`src/rtl/core/wemt_pkg.sv`:
```
// Package for the windowed edge magnitude tracker.
// Holds field widths, register defaults, register indexes and shared types.
// No dependencies.
package wemt_pkg;

	localparam int SAMPLE_W   = 16;
	localparam int EDGE_W     = 16;
	localparam int POS_W      = 16;
	localparam int HW_W       = 6;
	localparam int LEN_W      = 16;
	localparam int SCALE_W    = 16;
	localparam int CFG_IDX_W  = 2;
	localparam int CFG_DATA_W = 16;

	localparam int MAX_WINDOW_DEF  = 32;
	localparam int MAX_SAMPLES_DEF = 65536;

	localparam logic [HW_W-1:0]    HW_RESET       = 6'd4;
	localparam logic [LEN_W-1:0]   TICK_LEN_RESET = 16'd64;
	localparam logic [LEN_W-1:0]   FULL_LEN_RESET = 16'd3840;
	localparam logic [SCALE_W-1:0] SCALE_RESET    = 16'd1434;

	// floor(v / 3) == (v * DIV3_RECIP) >> DIV3_SHIFT for any 16-bit v
	localparam logic [16:0] DIV3_RECIP = 17'd43691;
	localparam int          DIV3_SHIFT = 17;

	// Q4.12 scale: round half up, then drop the fraction
	localparam logic [32:0] THR_ROUND = 33'd2048;
	localparam int          THR_SHIFT = 12;

	typedef enum logic [CFG_IDX_W-1:0] {
		CFG_HALF_WINDOW = 2'd0,
		CFG_TICK_LEN    = 2'd1,
		CFG_FULL_LEN    = 2'd2,
		CFG_THR_SCALE   = 2'd3
	} cfg_reg_t;

	// Result of the end-of-recording view computation
	typedef struct packed {
		logic              valid;
		logic [EDGE_W-1:0] auto_threshold;
		logic [POS_W-1:0]  tick_view_start;
		logic [POS_W-1:0]  full_view_start;
	} view_res_t;

endpackage

```
`src/rtl/core/wemt_if.sv`:
```
// Channel interfaces of the windowed edge magnitude tracker.
// Sample input, edge result output and configuration write channel.
// Depends on wemt_pkg.
interface wemt_in_if;
	import wemt_pkg::*;
	logic                       valid;
	logic                       ready;
	logic signed [SAMPLE_W-1:0] sample;
	logic                       is_final;
	modport source (output valid, output sample, output is_final, input ready);
	modport sink (input valid, input sample, input is_final, output ready);
endinterface

interface wemt_out_if;
	import wemt_pkg::*;
	logic              valid;
	logic              ready;
	logic [EDGE_W-1:0] edge_value;
	logic [POS_W-1:0]  edge_position;
	logic              last_of_run;
	logic [EDGE_W-1:0] peak_edge;
	logic [POS_W-1:0]  peak_edge_index;
	logic [EDGE_W-1:0] raw_peak;
	logic [EDGE_W-1:0] auto_threshold;
	logic [POS_W-1:0]  tick_view_start;
	logic [POS_W-1:0]  full_view_start;
	modport source (output valid, output edge_value, output edge_position, output last_of_run,
		output peak_edge, output peak_edge_index, output raw_peak, output auto_threshold,
		output tick_view_start, output full_view_start, input ready);
	modport sink (input valid, input edge_value, input edge_position, input last_of_run,
		input peak_edge, input peak_edge_index, input raw_peak, input auto_threshold,
		input tick_view_start, input full_view_start, output ready);
endinterface

interface wemt_cfg_if;
	import wemt_pkg::*;
	logic                  valid;
	logic                  ready;
	logic [CFG_IDX_W-1:0]  idx;
	logic [CFG_DATA_W-1:0] wdata;
	modport source (output valid, output idx, output wdata, input ready);
	modport sink (input valid, input idx, input wdata, output ready);
endinterface

```
`src/rtl/core/wemt_ram.sv`:
```
// Generic single-write, single-read synchronous RAM with registered read data.
// Read data holds while no read is issued. No dependencies.
module wemt_ram #(
	parameter int WIDTH = 16,
	parameter int DEPTH = 32
) (
	input  logic                                     clk,
	input  logic                                     we,
	input  logic [((DEPTH > 1) ? $clog2(DEPTH) : 1)-1:0] waddr,
	input  logic [WIDTH-1:0]                         wdata,
	input  logic                                     re,
	input  logic [((DEPTH > 1) ? $clog2(DEPTH) : 1)-1:0] raddr,
	output logic [WIDTH-1:0]                         rdata
);
	logic [WIDTH-1:0] mem_q [DEPTH];
	logic [WIDTH-1:0] rdata_q;

	always_ff @(posedge clk) begin
		if (we) begin
			mem_q[waddr] <= wdata;
		end
		if (re) begin
			rdata_q <= mem_q[raddr];
		end
	end

	assign rdata = rdata_q;
endmodule

```
`src/rtl/core/wemt_view.sv`:
```
// End-of-recording computation: auto threshold and clamped view starts.
// Three register stages after start; result holds until the next start.
// Depends on wemt_pkg.
module wemt_view #(
	parameter int IW   = 16,
	parameter int CNTW = 17
) (
	input  logic                          clk,
	input  logic                          arst_n,
	input  logic                          start,
	input  logic [wemt_pkg::EDGE_W-1:0]   best_edge,
	input  logic [IW-1:0]                 best_index,
	input  logic [CNTW-1:0]               sample_count,
	input  logic [wemt_pkg::LEN_W-1:0]    tick_len,
	input  logic [wemt_pkg::LEN_W-1:0]    full_len,
	input  logic [wemt_pkg::SCALE_W-1:0]  scale,
	output wemt_pkg::view_res_t           res
);
	import wemt_pkg::*;

	localparam int VW = ((CNTW > LEN_W) ? CNTW : LEN_W) + 1;

	logic        go_s1, go_s2;
	logic [31:0] thr_prod_s1;
	logic [32:0] tick_prod_s1;
	logic [EDGE_W-1:0] thr_s2;
	logic [VW-1:0] tick_s0_s2, full_s0_s2;
	logic              res_valid_q;
	logic [EDGE_W-1:0] thr_s3;
	logic [POS_W-1:0]  tick_st_s3, full_st_s3;

	logic [32:0]      thr_sum, thr_shr;
	logic [EDGE_W-1:0] thr_sat;
	logic [LEN_W-1:0] tick_back, full_back;
	logic [VW-1:0]    bi, tick_s0, full_s0;
	logic [VW-1:0]    cnt, tick_end, full_end, tick_st, full_st;

	always_comb begin
		thr_sum   = {1'b0, thr_prod_s1} + THR_ROUND;
		thr_shr   = thr_sum >> THR_SHIFT;
		thr_sat   = (thr_shr > 33'h0_0000_FFFF) ? 16'hFFFF : thr_shr[15:0];
		tick_back = 16'(tick_prod_s1 >> DIV3_SHIFT);
		full_back = full_len >> 1;
		bi        = VW'(best_index);
		tick_s0   = (bi >= VW'(tick_back)) ? bi - VW'(tick_back) : '0;
		full_s0   = (bi >= VW'(full_back)) ? bi - VW'(full_back) : '0;

		// pull the view back inside the recording, or to 0 if it is longer
		cnt      = VW'(sample_count);
		tick_end = tick_s0_s2 + VW'(tick_len);
		full_end = full_s0_s2 + VW'(full_len);
		tick_st  = tick_s0_s2;
		if (tick_end > cnt) begin
			tick_st = (cnt >= VW'(tick_len)) ? cnt - VW'(tick_len) : '0;
		end
		full_st = full_s0_s2;
		if (full_end > cnt) begin
			full_st = (cnt >= VW'(full_len)) ? cnt - VW'(full_len) : '0;
		end
	end

	always_ff @(posedge clk or negedge arst_n) begin
		if (!arst_n) begin
			go_s1       <= 1'b0;
			go_s2       <= 1'b0;
			res_valid_q <= 1'b0;
		end else begin
			go_s1 <= start;
			go_s2 <= go_s1;
			if (start) begin
				res_valid_q <= 1'b0;
			end else if (go_s2) begin
				res_valid_q <= 1'b1;
			end
		end
	end

	always_ff @(posedge clk) begin
		if (start) begin
			thr_prod_s1  <= 32'(best_edge) * 32'(scale);
			tick_prod_s1 <= 33'(tick_len) * 33'(DIV3_RECIP);
		end
		if (go_s1) begin
			thr_s2     <= thr_sat;
			tick_s0_s2 <= tick_s0;
			full_s0_s2 <= full_s0;
		end
		if (go_s2) begin
			thr_s3     <= thr_s2;
			tick_st_s3 <= 16'(tick_st);
			full_st_s3 <= 16'(full_st);
		end
	end

	assign res = '{valid: res_valid_q, auto_threshold: thr_s3,
		tick_view_start: tick_st_s3, full_view_start: full_st_s3};
endmodule

```
`src/rtl/core/windowed_edge_magnitude_tracker.sv`:
```
// Each item sweeps its n pending entries (n <= MAX_WINDOW), one entry a cycle unless
// output backpressure stalls an emit; entries past the window are emitted, the rest get
// a RAM read-modify-write. The final item of a recording also waits for the threshold and
// view unit. A new item waits until the last is done; results stall on backpressure.
// Reset: registers take their defaults and the queue is empty; RAM contents are
// not cleared, the fill count guards them. Depends on wemt_pkg, wemt_if, wemt_ram, wemt_view.
module windowed_edge_magnitude_tracker #(
	parameter int MAX_WINDOW  = wemt_pkg::MAX_WINDOW_DEF,
	parameter int MAX_SAMPLES = wemt_pkg::MAX_SAMPLES_DEF
) (
	input  logic         clk,
	input  logic         arst_n,
	wemt_in_if.sink      samples,
	wemt_out_if.source   edges,
	wemt_cfg_if.sink     cfg
);
	import wemt_pkg::*;

	localparam int AW   = (MAX_WINDOW > 1) ? $clog2(MAX_WINDOW) : 1;
	localparam int CW   = $clog2(MAX_WINDOW + 1);
	localparam int IW   = $clog2(MAX_SAMPLES);
	localparam int CNTW = $clog2(MAX_SAMPLES + 1);

	typedef struct packed {
		logic signed [SAMPLE_W-1:0] smp;
		logic [EDGE_W-1:0]          emax;
		logic [IW-1:0]              pos;
	} entry_t;

	localparam int MW = $bits(entry_t);

	typedef enum logic [1:0] {ST_IDLE, ST_SWEEP, ST_APPEND, ST_FINAL} state_t;

	function automatic logic [AW-1:0] wrap_inc(input logic [AW-1:0] p);
		return (p == AW'(MAX_WINDOW - 1)) ? '0 : p + 1'b1;
	endfunction

	state_t state_q;
	logic [HW_W-1:0]    half_window_q;
	logic [LEN_W-1:0]   tick_len_q, full_len_q;
	logic [SCALE_W-1:0] scale_q;

	logic signed [SAMPLE_W-1:0] x_q;
	logic          fin_q, new_emit_q;
	logic [IW-1:0] idx_q;
	logic [AW-1:0] head_q, tail_q, sp_q;
	logic [CW-1:0] count_q, n_q, k_q, e_q;
	logic [CNTW-1:0]   sample_cnt_q;
	logic [EDGE_W-1:0] best_edge_q, peak_q;
	logic [IW-1:0]     best_idx_q;

	logic              out_valid_q, out_last_q;
	logic [EDGE_W-1:0] out_edge_q, out_peak_edge_q, out_raw_q, out_thr_q;
	logic [POS_W-1:0]  out_pos_q, out_peak_idx_q, out_tick_q, out_full_q;

	logic [6:0]    hw_ext;
	logic [CW-1:0] hw_c, e_new;
	logic [CW:0]   cnt_inc, e_diff, k_inc;
	logic          in_fire, slot_free, emitting, sweep_go, more, out_load;
	logic signed [SAMPLE_W:0] x_ext, x_abs17, diff, diff_abs;
	logic [EDGE_W-1:0] x_abs, new_max;
	logic [IW-1:0]     idx_next;
	entry_t            rd_entry, wr_entry;
	logic [MW-1:0]     ram_rdata;
	logic              ram_we, ram_re, view_start;
	logic [AW-1:0]     ram_waddr, ram_raddr;
	view_res_t         view_res;

	assign samples.ready = (state_q == ST_IDLE);
	assign cfg.ready     = 1'b1;
	assign in_fire       = samples.valid && samples.ready;
	assign slot_free     = !out_valid_q || edges.ready;

	always_comb begin
		hw_ext = {1'b0, half_window_q};
		hw_c   = (hw_ext > 7'(MAX_WINDOW)) ? CW'(MAX_WINDOW) : CW'(hw_ext);

		x_ext   = {samples.sample[SAMPLE_W-1], samples.sample};
		x_abs17 = (x_ext < 0) ? -x_ext : x_ext;
		x_abs   = x_abs17[EDGE_W-1:0];

		// entries past the window once the new sample is queued; a final sample flushes all
		cnt_inc = {1'b0, count_q} + 1'b1;
		e_diff  = cnt_inc - {1'b0, hw_c};
		if (samples.is_final) begin
			e_new = count_q;
		end else if (cnt_inc > {1'b0, hw_c}) begin
			e_new = (e_diff > {1'b0, count_q}) ? count_q : e_diff[CW-1:0];
		end else begin
			e_new = '0;
		end

		idx_next = (sample_cnt_q < CNTW'(MAX_SAMPLES)) ? IW'(sample_cnt_q)
			: IW'(MAX_SAMPLES - 1);

		rd_entry = entry_t'(ram_rdata);
		diff     = {rd_entry.smp[SAMPLE_W-1], rd_entry.smp} - {x_q[SAMPLE_W-1], x_q};
		diff_abs = (diff < 0) ? -diff : diff;
		new_max  = (diff_abs[EDGE_W-1:0] > rd_entry.emax) ? diff_abs[EDGE_W-1:0]
			: rd_entry.emax;

		emitting = (k_q < e_q);
		sweep_go = (state_q == ST_SWEEP) && (!emitting || slot_free);
		k_inc    = {1'b0, k_q} + 1'b1;
		more     = (k_inc < {1'b0, n_q});

		ram_re    = (in_fire && count_q != '0) || (sweep_go && more);
		ram_raddr = (state_q == ST_IDLE) ? head_q : wrap_inc(sp_q);
		ram_we    = (sweep_go && !emitting) || (state_q == ST_APPEND && !new_emit_q);
		ram_waddr = (state_q == ST_SWEEP) ? sp_q : tail_q;
		if (state_q == ST_SWEEP) begin
			wr_entry = '{smp: rd_entry.smp, emax: new_max, pos: rd_entry.pos};
		end else begin
			wr_entry = '{smp: x_q, emax: '0, pos: idx_q};
		end

		view_start = (state_q == ST_APPEND) && new_emit_q && fin_q;

		// a new item goes into the output register this cycle
		out_load = (sweep_go && emitting)
			|| (state_q == ST_APPEND && new_emit_q && !fin_q && slot_free)
			|| (state_q == ST_FINAL && view_res.valid && slot_free);
	end

	wemt_ram #(
		.WIDTH(MW),
		.DEPTH(MAX_WINDOW)
	) u_queue (
		.clk   (clk),
		.we    (ram_we),
		.waddr (ram_waddr),
		.wdata (wr_entry),
		.re    (ram_re),
		.raddr (ram_raddr),
		.rdata (ram_rdata)
	);

	wemt_view #(
		.IW   (IW),
		.CNTW (CNTW)
	) u_view (
		.clk          (clk),
		.arst_n       (arst_n),
		.start        (view_start),
		.best_edge    (best_edge_q),
		.best_index   (best_idx_q),
		.sample_count (sample_cnt_q),
		.tick_len     (tick_len_q),
		.full_len     (full_len_q),
		.scale        (scale_q),
		.res          (view_res)
	);

	always_ff @(posedge clk or negedge arst_n) begin
		if (!arst_n) begin
			state_q         <= ST_IDLE;
			half_window_q   <= HW_RESET;
			tick_len_q      <= TICK_LEN_RESET;
			full_len_q      <= FULL_LEN_RESET;
			scale_q         <= SCALE_RESET;
			head_q          <= '0;
			tail_q          <= '0;
			count_q         <= '0;
			sample_cnt_q    <= '0;
			best_edge_q     <= '0;
			best_idx_q      <= '0;
			peak_q          <= '0;
			x_q             <= '0;
			fin_q           <= 1'b0;
			idx_q           <= '0;
			new_emit_q      <= 1'b0;
			e_q             <= '0;
			n_q             <= '0;
			k_q             <= '0;
			sp_q            <= '0;
			out_valid_q     <= 1'b0;
			out_edge_q      <= '0;
			out_pos_q       <= '0;
			out_last_q      <= 1'b0;
			out_peak_edge_q <= '0;
			out_peak_idx_q  <= '0;
			out_raw_q       <= '0;
			out_thr_q       <= '0;
			out_tick_q      <= '0;
			out_full_q      <= '0;
		end else begin
			if (cfg.valid) begin
				case (cfg_reg_t'(cfg.idx))
					CFG_HALF_WINDOW: half_window_q <= cfg.wdata[HW_W-1:0];
					CFG_TICK_LEN:    tick_len_q    <= cfg.wdata;
					CFG_FULL_LEN:    full_len_q    <= cfg.wdata;
					CFG_THR_SCALE:   scale_q       <= cfg.wdata;
					default: ;
				endcase
			end

			if (out_load) begin
				out_valid_q <= 1'b1;
			end else if (edges.ready) begin
				out_valid_q <= 1'b0;
			end

			case (state_q)
				ST_IDLE: begin
					if (in_fire) begin
						x_q        <= samples.sample;
						fin_q      <= samples.is_final;
						idx_q      <= idx_next;
						new_emit_q <= samples.is_final || (hw_c == '0);
						e_q        <= e_new;
						n_q        <= count_q;
						k_q        <= '0;
						sp_q       <= head_q;
						if (sample_cnt_q < CNTW'(MAX_SAMPLES)) begin
							sample_cnt_q <= sample_cnt_q + 1'b1;
						end
						if (x_abs > peak_q) begin
							peak_q <= x_abs;
						end
						state_q <= (count_q != '0) ? ST_SWEEP : ST_APPEND;
					end
				end
				ST_SWEEP: begin
					if (sweep_go) begin
						if (emitting) begin
							out_edge_q      <= new_max;
							out_pos_q       <= POS_W'(rd_entry.pos);
							out_last_q      <= 1'b0;
							out_peak_edge_q <= '0;
							out_peak_idx_q  <= '0;
							out_raw_q       <= '0;
							out_thr_q       <= '0;
							out_tick_q      <= '0;
							out_full_q      <= '0;
							if (new_max > best_edge_q) begin
								best_edge_q <= new_max;
								best_idx_q  <= rd_entry.pos;
							end
							head_q  <= wrap_inc(head_q);
							count_q <= count_q - 1'b1;
						end
						k_q  <= k_inc[CW-1:0];
						sp_q <= wrap_inc(sp_q);
						if (!more) begin
							state_q <= ST_APPEND;
						end
					end
				end
				ST_APPEND: begin
					if (new_emit_q) begin
						if (fin_q) begin
							state_q <= ST_FINAL;
						end else if (slot_free) begin
							// zero window: the new sample leaves at once with edge 0
							out_edge_q      <= '0;
							out_pos_q       <= POS_W'(idx_q);
							out_last_q      <= 1'b0;
							out_peak_edge_q <= '0;
							out_peak_idx_q  <= '0;
							out_raw_q       <= '0;
							out_thr_q       <= '0;
							out_tick_q      <= '0;
							out_full_q      <= '0;
							state_q         <= ST_IDLE;
						end
					end else begin
						tail_q  <= wrap_inc(tail_q);
						count_q <= count_q + 1'b1;
						state_q <= ST_IDLE;
					end
				end
				ST_FINAL: begin
					if (view_res.valid && slot_free) begin
						out_edge_q      <= '0;
						out_pos_q       <= POS_W'(idx_q);
						out_last_q      <= 1'b1;
						out_peak_edge_q <= best_edge_q;
						out_peak_idx_q  <= POS_W'(best_idx_q);
						out_raw_q       <= peak_q;
						out_thr_q       <= view_res.auto_threshold;
						out_tick_q      <= view_res.tick_view_start;
						out_full_q      <= view_res.full_view_start;
						// start a new recording
						head_q       <= '0;
						tail_q       <= '0;
						count_q      <= '0;
						sample_cnt_q <= '0;
						best_edge_q  <= '0;
						best_idx_q   <= '0;
						peak_q       <= '0;
						state_q      <= ST_IDLE;
					end
				end
				default: state_q <= ST_IDLE;
			endcase
		end
	end

	assign edges.valid           = out_valid_q;
	assign edges.edge_value      = out_edge_q;
	assign edges.edge_position   = out_pos_q;
	assign edges.last_of_run     = out_last_q;
	assign edges.peak_edge       = out_peak_edge_q;
	assign edges.peak_edge_index = out_peak_idx_q;
	assign edges.raw_peak        = out_raw_q;
	assign edges.auto_threshold  = out_thr_q;
	assign edges.tick_view_start = out_tick_q;
	assign edges.full_view_start = out_full_q;

`ifndef SYNTHESIS
	a_count_bound: assert property (@(posedge clk) disable iff (!arst_n)
		count_q <= CW'(MAX_WINDOW))
		else $error("queue fill count above capacity");

	a_no_rw_collision: assert property (@(posedge clk) disable iff (!arst_n)
		ram_we && ram_re |-> ram_waddr != ram_raddr)
		else $error("queue write and read hit the same entry");

	a_emit_bound: assert property (@(posedge clk) disable iff (!arst_n)
		state_q == ST_SWEEP |-> e_q <= n_q)
		else $error("more entries to emit than pending");
`endif
endmodule
```
`src/flat_wrapper.sv`:
```
// flat-port wrapper written by rule: the top's interface ports become plain ports
module windowed_edge_magnitude_tracker_flat import wemt_pkg::*;
#(
	parameter int MAX_WINDOW  = wemt_pkg::MAX_WINDOW_DEF,
	parameter int MAX_SAMPLES = wemt_pkg::MAX_SAMPLES_DEF
)
  (clk, arst_n, samples_valid, samples_sample, samples_is_final, samples_ready, edges_valid, edges_edge_value, edges_edge_position, edges_last_of_run, edges_peak_edge, edges_peak_edge_index, edges_raw_peak, edges_auto_threshold, edges_tick_view_start, edges_full_view_start, edges_ready, cfg_valid, cfg_idx, cfg_wdata, cfg_ready);
  wemt_in_if samples_i ();
  wemt_out_if edges_i ();
  wemt_cfg_if cfg_i ();
  input  logic clk;
  input  logic arst_n;
  input wire logic [$bits(samples_i.valid)-1:0] samples_valid;
  input wire logic [$bits(samples_i.sample)-1:0] samples_sample;
  input wire logic [$bits(samples_i.is_final)-1:0] samples_is_final;
  output wire logic [$bits(samples_i.ready)-1:0] samples_ready;
  output wire logic [$bits(edges_i.valid)-1:0] edges_valid;
  output wire logic [$bits(edges_i.edge_value)-1:0] edges_edge_value;
  output wire logic [$bits(edges_i.edge_position)-1:0] edges_edge_position;
  output wire logic [$bits(edges_i.last_of_run)-1:0] edges_last_of_run;
  output wire logic [$bits(edges_i.peak_edge)-1:0] edges_peak_edge;
  output wire logic [$bits(edges_i.peak_edge_index)-1:0] edges_peak_edge_index;
  output wire logic [$bits(edges_i.raw_peak)-1:0] edges_raw_peak;
  output wire logic [$bits(edges_i.auto_threshold)-1:0] edges_auto_threshold;
  output wire logic [$bits(edges_i.tick_view_start)-1:0] edges_tick_view_start;
  output wire logic [$bits(edges_i.full_view_start)-1:0] edges_full_view_start;
  input wire logic [$bits(edges_i.ready)-1:0] edges_ready;
  input wire logic [$bits(cfg_i.valid)-1:0] cfg_valid;
  input wire logic [$bits(cfg_i.idx)-1:0] cfg_idx;
  input wire logic [$bits(cfg_i.wdata)-1:0] cfg_wdata;
  output wire logic [$bits(cfg_i.ready)-1:0] cfg_ready;
  assign samples_i.valid = samples_valid;
  assign samples_i.sample = samples_sample;
  assign samples_i.is_final = samples_is_final;
  assign samples_ready = samples_i.ready;
  assign edges_valid = edges_i.valid;
  assign edges_edge_value = edges_i.edge_value;
  assign edges_edge_position = edges_i.edge_position;
  assign edges_last_of_run = edges_i.last_of_run;
  assign edges_peak_edge = edges_i.peak_edge;
  assign edges_peak_edge_index = edges_i.peak_edge_index;
  assign edges_raw_peak = edges_i.raw_peak;
  assign edges_auto_threshold = edges_i.auto_threshold;
  assign edges_tick_view_start = edges_i.tick_view_start;
  assign edges_full_view_start = edges_i.full_view_start;
  assign edges_i.ready = edges_ready;
  assign cfg_i.valid = cfg_valid;
  assign cfg_i.idx = cfg_idx;
  assign cfg_i.wdata = cfg_wdata;
  assign cfg_ready = cfg_i.ready;
  windowed_edge_magnitude_tracker #(.MAX_WINDOW(MAX_WINDOW), .MAX_SAMPLES(MAX_SAMPLES)) u_core (.clk(clk), .arst_n(arst_n), .samples(samples_i), .edges(edges_i), .cfg(cfg_i));
endmodule
```
`config.mk`:
```
export PLATFORM = sky130hd
export DESIGN_NAME = windowed_edge_magnitude_tracker_flat
export DESIGN_NICKNAME = d
export VERILOG_FILES = /design/src/rtl/core/wemt_pkg.sv /design/src/rtl/core/wemt_if.sv /design/src/rtl/core/wemt_ram.sv /design/src/rtl/core/wemt_view.sv /design/src/rtl/core/windowed_edge_magnitude_tracker.sv /design/src/flat_wrapper.sv
export SDC_FILE = /design/constraint.sdc
export NUM_CORES = 2
export LEC_CHECK = 0
export ABC_AREA = 1
export ABC_CLOCK_PERIOD_IN_PS = 15000
export BUFFER_PORTS_ARGS = -buffer_cell sky130_fd_sc_hd__buf_4
export CORE_MARGIN = 4
export CORE_UTILIZATION = 40
export DETAILED_ROUTE_END_ITERATION = 6
export PLACE_DENSITY = 0.52
export SLEW_MARGIN = 40
export SYNTH_ARGS = -nofsm -noshare
export SYNTH_HDL_FRONTEND = slang
export SYNTH_SLANG_ARGS = --single-unit
```
`constraint.sdc`:
```
create_clock -name clk -period 15 [get_ports clk]
set_input_delay 1.5 -clock clk [delete_from_list [all_inputs] [get_ports clk]]
set_output_delay 1.5 -clock clk [all_outputs]
set_load 0.02 [all_outputs]
```
# Yosys cells after proc, flatten, opt, wreduce, memory -nomap -nowiden

Memory sizes are Yosys's and may differ from the RTL's. A register that Yosys moved wholly into a read port is not among the register bits.
Index checks and enable logic that the tools add are counted.

Output and inout bits: 132
Memories kept: 1
Bits of input ports: 40
Logic and storage cells: 253
Memory bits (writable): 1,536
Register bits after elaboration: 489

Memories:

| memory               | words | bits a word | read ports | clocked after Yosys merged registers in | write ports | line           | source |
|---|---|---|---|---|---|---|---|
| u_core.u_queue.mem_q | 32    | 48          | 1          | 1                                       | 1           | wemt_ram.sv:15 | `logic [WIDTH-1:0] mem_q [DEPTH];` |

Muxes and demuxes: 100
Add/sub/neg operators: 19
Order comparisons: 18
Reductions and logical operators: 50
Multiply operators: 2
Eq/ne operators: 22

Operators by type and width:

| cell                                                  | number |
|---|---|
| 2-to-1 mux 16 bit                                     | 36 |
| case mux 16 bit (3 select lines)                      | 8 |
| case mux 16 bit (2 select lines)                      | 3 |
| 2-to-1 mux 6 bit                                      | 10 |
| 2-to-1 mux 5 bit                                      | 11 |
| 2-to-1 mux 17 bit                                     | 3 |
| > comparator 16 bit                                   | 3 |
| 2-to-1 mux 48 bit                                     | 1 |
| adder 18 x 16 -> 18 bit                               | 2 |
| > comparator 18 x 17 -> 1 bit                         | 2 |
| >= comparator 17 x 16 -> 1 bit                        | 2 |
| case mux 17 bit (2 select lines)                      | 1 |
| subtractor 16 x 15 -> 17 bit                          | 2 |
| adder 32 x 12 -> 33 bit (second input constant)       | 1 |
| >= comparator 16 x 15 -> 1 bit                        | 2 |
| multiplier 16 x 16 -> 32 bit                          | 1 |
| multiplier 16 x 16 -> 32 bit (second input constant)  | 1 |
| negation 16 bit                                       | 2 |
| subtractor 16 bit                                     | 2 |
| case mux 5 bit (2 select lines)                       | 3 |
| > comparator 21 x 16 -> 1 bit (second input constant) | 1 |
| case mux 6 bit (3 select lines)                       | 1 |
| adder 17 x 1 -> 17 bit (second input constant)        | 1 |
| < comparator 17 x 1 -> 1 bit (second input constant)  | 1 |
| other kinds (36)                                      | 111 |

# Longest topological paths before layout

Depth after elaboration: 10
Mapped depth: 41
Mapped depth without buffers: 39

# Hierarchy

Synthesis repeated with hierarchy kept, for this count alone.

Cells, all modules: 10,656
Area total of the unflattened synthesis: 106,256.9 um^2

By module, submodules not included:

| module                          | times used | cells an instance | area each (um^2) | seq. area each (um^2) |
|---|---|---|---|---|
| wemt_ram                        | 1          | 5,279             | 63,447.1         | 47,565.6 |
| wemt_view                       | 1          | 3,196             | 25,225.4         | 4,098.9 |
| windowed_edge_magnitude_tracker | 1          | 2,181             | 17,584.4         | 8,122.8 |

# Least setup slack after synthesis

Ideal clock, no wire load.

Path kind: reg-to-reg
Start point: register u_core.scale_q[1]
End point: register u_core.u_view.thr_prod_s1[25] (data pin)
Data arrival time: 5.663 ns
Required time: 14.748 ns
Setup time: 0.252 ns
Setup slack: 9.084 ns
Stages on the path, launching flop included: 25
Cell sequence: dfstp_2 -> clkbuf_1 -> clkbuf_1 -> nand2_1 -> fa_1 -> inv_1 -> fa_1 -> inv_1 -> fa_1 -> fa_1 -> inv_1 -> fa_1 -> inv_1 -> fa_1 -> inv_1 -> ha_1 -> nand2_1 -> nor2_1 -> nand2_1 -> o21bai_1 -> a21oi_1 -> o21ai_1 -> nand2_1 -> nand3_1 -> nand2_1

Longest elaborated chain between the ends: 1

RTL lines:

| item                         | line                                   | source |
|---|---|---|
| from (decl)                  | windowed_edge_magnitude_tracker.sv:41  | `logic [SCALE_W-1:0] scale_q;` |
| from (signal assigned)       | windowed_edge_magnitude_tracker.sv:192 | `CFG_THR_SCALE: scale_q <= cfg.wdata;` |
| multiplier 16 x 16 -> 32 bit | wemt_view.sv:80                        | `thr_prod_s1 <= 32'(best_edge) * 32'(scale);` |
| to (signal assigned)         | wemt_view.sv:80                        |  |
| to (decl)                    | wemt_view.sv:24                        | `logic [31:0] thr_prod_s1;` |

Every way passes these cells.
A chain may end at the register's enable or synchronous reset.

# Worst setup path in the final report

Start point: register u_core.u_queue.rdata_q[32] (netlist: u_core.u_queue.rdata[32]), read port of u_core.u_queue.mem_q
End point: register u_core.best_edge_q[13]

Longest elaborated chain between the ends: 9
Elaborated cells on any way between the ends: 13
Those cells by class: add/sub: 2; order compare: 3; eq/ne: 1; mux: 6; reduce/logical: 1

RTL lines:

| item                                                                        | line                                   | source |
|---|---|---|
| from (decl)                                                                 | wemt_ram.sv:16                         | `logic [WIDTH-1:0] rdata_q;` |
| subtractor 16 x 16 -> 17 bit *                                              | windowed_edge_magnitude_tracker.sv:97  | `diff = {rd_entry.smp[SAMPLE_W-1], rd_entry.smp} - {x_q[SAMPLE_W-1], x_q};` |
| negation 16 bit or < comparator 17 x 1 -> 1 bit (tied branches)             | windowed_edge_magnitude_tracker.sv:98  | `diff_abs = (diff < 0) ? -diff : diff;` |
| 2-to-1 mux 16 bit *                                                         | windowed_edge_magnitude_tracker.sv:98  |  |
| > comparator 16 bit                                                         | windowed_edge_magnitude_tracker.sv:99  | `new_max = (diff_abs[EDGE_W-1:0] > rd_entry.emax) ? diff_abs[EDGE_W-1:0]` |
| 2-to-1 mux 16 bit *                                                         | windowed_edge_magnitude_tracker.sv:99  |  |
| parallel branches: the longest is 4 deep, another holds > comparator 16 bit | --                                     |  |
| to (signal assigned)                                                        | windowed_edge_magnitude_tracker.sv:236 | `best_edge_q <= new_max;` |
| to (decl)                                                                   | windowed_edge_magnitude_tracker.sv:49  | `logic [EDGE_W-1:0] best_edge_q, peak_q;` |

Every way passes the cells marked *. The select of a mux whose other input is x is not followed.

==> out/results.ini <==
[status]
outcome=complete, but fails checks
violations=design-rule violations

[synth]
synth.area.top_cells=edfxtp_1, dfrtp_1, ha_1, fa_1, o21ai_0
synth_nets=10200
synth.top_cell.area_share_pct=50.2
synth_seq_cells=2045
synth-edff-count=1718
yosys_warnings=0
synth_area_um2=103000
synthArstFlopShare_pct=16.0
yosysSeqAreaShare_pct=58.2
synth_top_cell_by_area=edfxtp_1
netlist_instances=9437
ys_types=67
synth_area_per_cell_um2=10.9
synth_ff_type=edfxtp_1

[placement]
port_buffers=170
place_area_um2=108000
placed_cells=12700
hpwlAfterDp_mm=216
gp_congestion=0.934

[min_path]
hold_path_class=flip-flop to flip-flop

[worst_setup_path]
critical-path-top-delay-family=simple AND/OR/NAND/NOR gates
slowest_stage=o21ai_0
max_stage_delay_ps=550
critPathMostFrequentCell=nand2_1
crit_required_ps=15770
cp-start-kind=flip-flop
endpoint_kind=flip-flop
path_buf_inv=7
path_class=flip-flop to flip-flop
critPathMaxFanout=23
arrival_ps=7470

[floorplanning]
core_um2=255000
ios=172
die_h_um=515
die_x_um=515
die_area_um2=265000
start_util_pct=40.3
rows=185

[routing]
drt_iter0_drc=7065
post_drt_wl_per_cell_um=26.0
final_antenna_net_count=0
drc_errors=1
vias=73500
vias_per_cell=5.63
dr.pass1.iters=7
wl_mm=340

[clock_tree]
cts_buffers=212
clock-sinks=2045
cts_setup_buffers=0
clockRootBuffer=clkbuf_16
clkLatencyLatePin_ps=880
ctsLongestPathBuffers=3
cts_resized=0
clk_transition_reported_paths_ps=60
tritoncts=built
htree_levels=4
holdBufCountCts=0

[cells_and_area]
fin_cells=13100
design_area_um2=115000
layout.cells.most_common_list=edfxtp_1, nand2_1, nor2_1
layout_commonest_cell=edfxtp_1
drive_above_1_share_pct=8.54
syn_to_final_growth_pct=12.4
final_nets=10300

[global_routing]
grt_pass1_wl_mm=497
grt_antenna_before_repair=19
overflow=0
grt_max_degree=194
grt_usage_pct=25.3
grt_pass1_vias=71700

[timing]
fin_skew_ps=63.7
tightest_slew_ps=942
maxSlewViolCount=0
maxSlewHeadroom_pct=36.9
fin_crit_sh_pct=44.7
setup-tns-final_ps=0
rsz0062_at_grt=false
period_minus_slack_ps=6700
hold_viol_final=0
fmax_ghz=0.149
setup_viol=0

[run]
drv_cap=0

-- worst register-to-register path, delay by kind of cell (launching register included) --
family                   cells  cell delay (ps)
AO/OA/AOI/OAI                3              840
XOR/XNOR                     1              410
adder cells (fa/ha/maj)      4             1260
buffers and inverters        7             1240
flip-flops                   1              360
AND/OR/NAND/NOR             21             2510
-- metrics by stage --
step / worst slack (ps) / utilization, % / hold WS (ps)
after detailed placement: 8200 / 42.5 / 405
after global placement: 8010 / 42.4 / 407
after CTS: 8120 / 45.2 / 419
final: 8300 / 45.3 / 418
after floorplan: 9080 / - / 400
after global routing: 7650 / 45.3 / 424
-- kinds of logic after synthesis --
group | share of synthesized area (%)
DFF | 58.2
AOI/OAI and AO/OA | 12.1
and+or+nand+nor | 11.6
other | 0.00365
xor gates and xnor gates | 1.34
buffers and inverters | 5.59
adders and majority gates | 11.1
-- worst paths after layout --
kind,start,depth (start not counted),slack (ps),endpoint
setup reg to reg,u_core.u_queue.rdata[32]$_DFFE_PP_,36,8300,u_core.best_edge_q[13]$_DFFE_PN0P_
hold reg to reg,u_core.u_view.thr_s2[3]$_SDFFCE_PN1P_,0,420,u_core.u_view.thr_s3[3]$_DFFE_PP_
setup / recovery,u_core.u_queue.rdata[32]$_DFFE_PP_,36,8300,u_core.best_edge_q[13]$_DFFE_PN0P_
hold / removal,u_core.u_view.thr_s2[3]$_SDFFCE_PN1P_,0,420,u_core.u_view.thr_s3[3]$_DFFE_PP_
min in group asynchronous,arst_n,1,500,u_core.edges.raw_peak[6]$_DFFE_PN0P_
max in group asynchronous,arst_n,3,12940,u_core.best_edge_q[12]$_DFFE_PN0P_
-- state kept, by name (all words and copies together) (netlist names), 17 cells and up --
signal,flops
u_core.u_queue.mem_q,1536
u_core.u_queue.rdata,48
u_core.u_view.thr_prod_s1,21
u_core.sample_cnt_q,17
u_core.u_view.full_s0_s2,17
u_core.u_view.tick_s0_s2,17
-- cell usage after synthesis, drive strengths merged (61+ instances only) --
master	count
nand2	1317
o21ai	1179
fa	284
clkbuf	322
dfrtp	315
buf	173
inv	958
edfxtp	1718
ha	458
o22ai	120
a21oi	265
nand4	70
nand3	321
nor2	1115
xor2	105
o211ai	61
o221ai	270
-- layout make-up --
type                            instances  area [um^2]
Clock inverter                        148         1440
Inverter                              962         3640
Antenna cell                            3         7.51
Clock buffer                          254         5550
Sequential cell                      2045        59800
Tap cell                             3366         4210
Fill cell                           23400       139000
Multi-Input combinational cell       5935        37800
Timing Repair Buffer                  348         2970
-- per-layer routing --
layer  part of all wire [%]  vias up  global-route usage, %
li1                       -    33200                      -
met1                     43    37200                   34.6
met2                     47     2684                   41.8
met3                    6.7      462                   3.72
met4                    3.2        4                   7.53
met5                 0.0082        -                      0
Power is left out: the tool's default activity adds up to more than one toggle a clock period on the data nets, which glitch-free logic cannot reach.
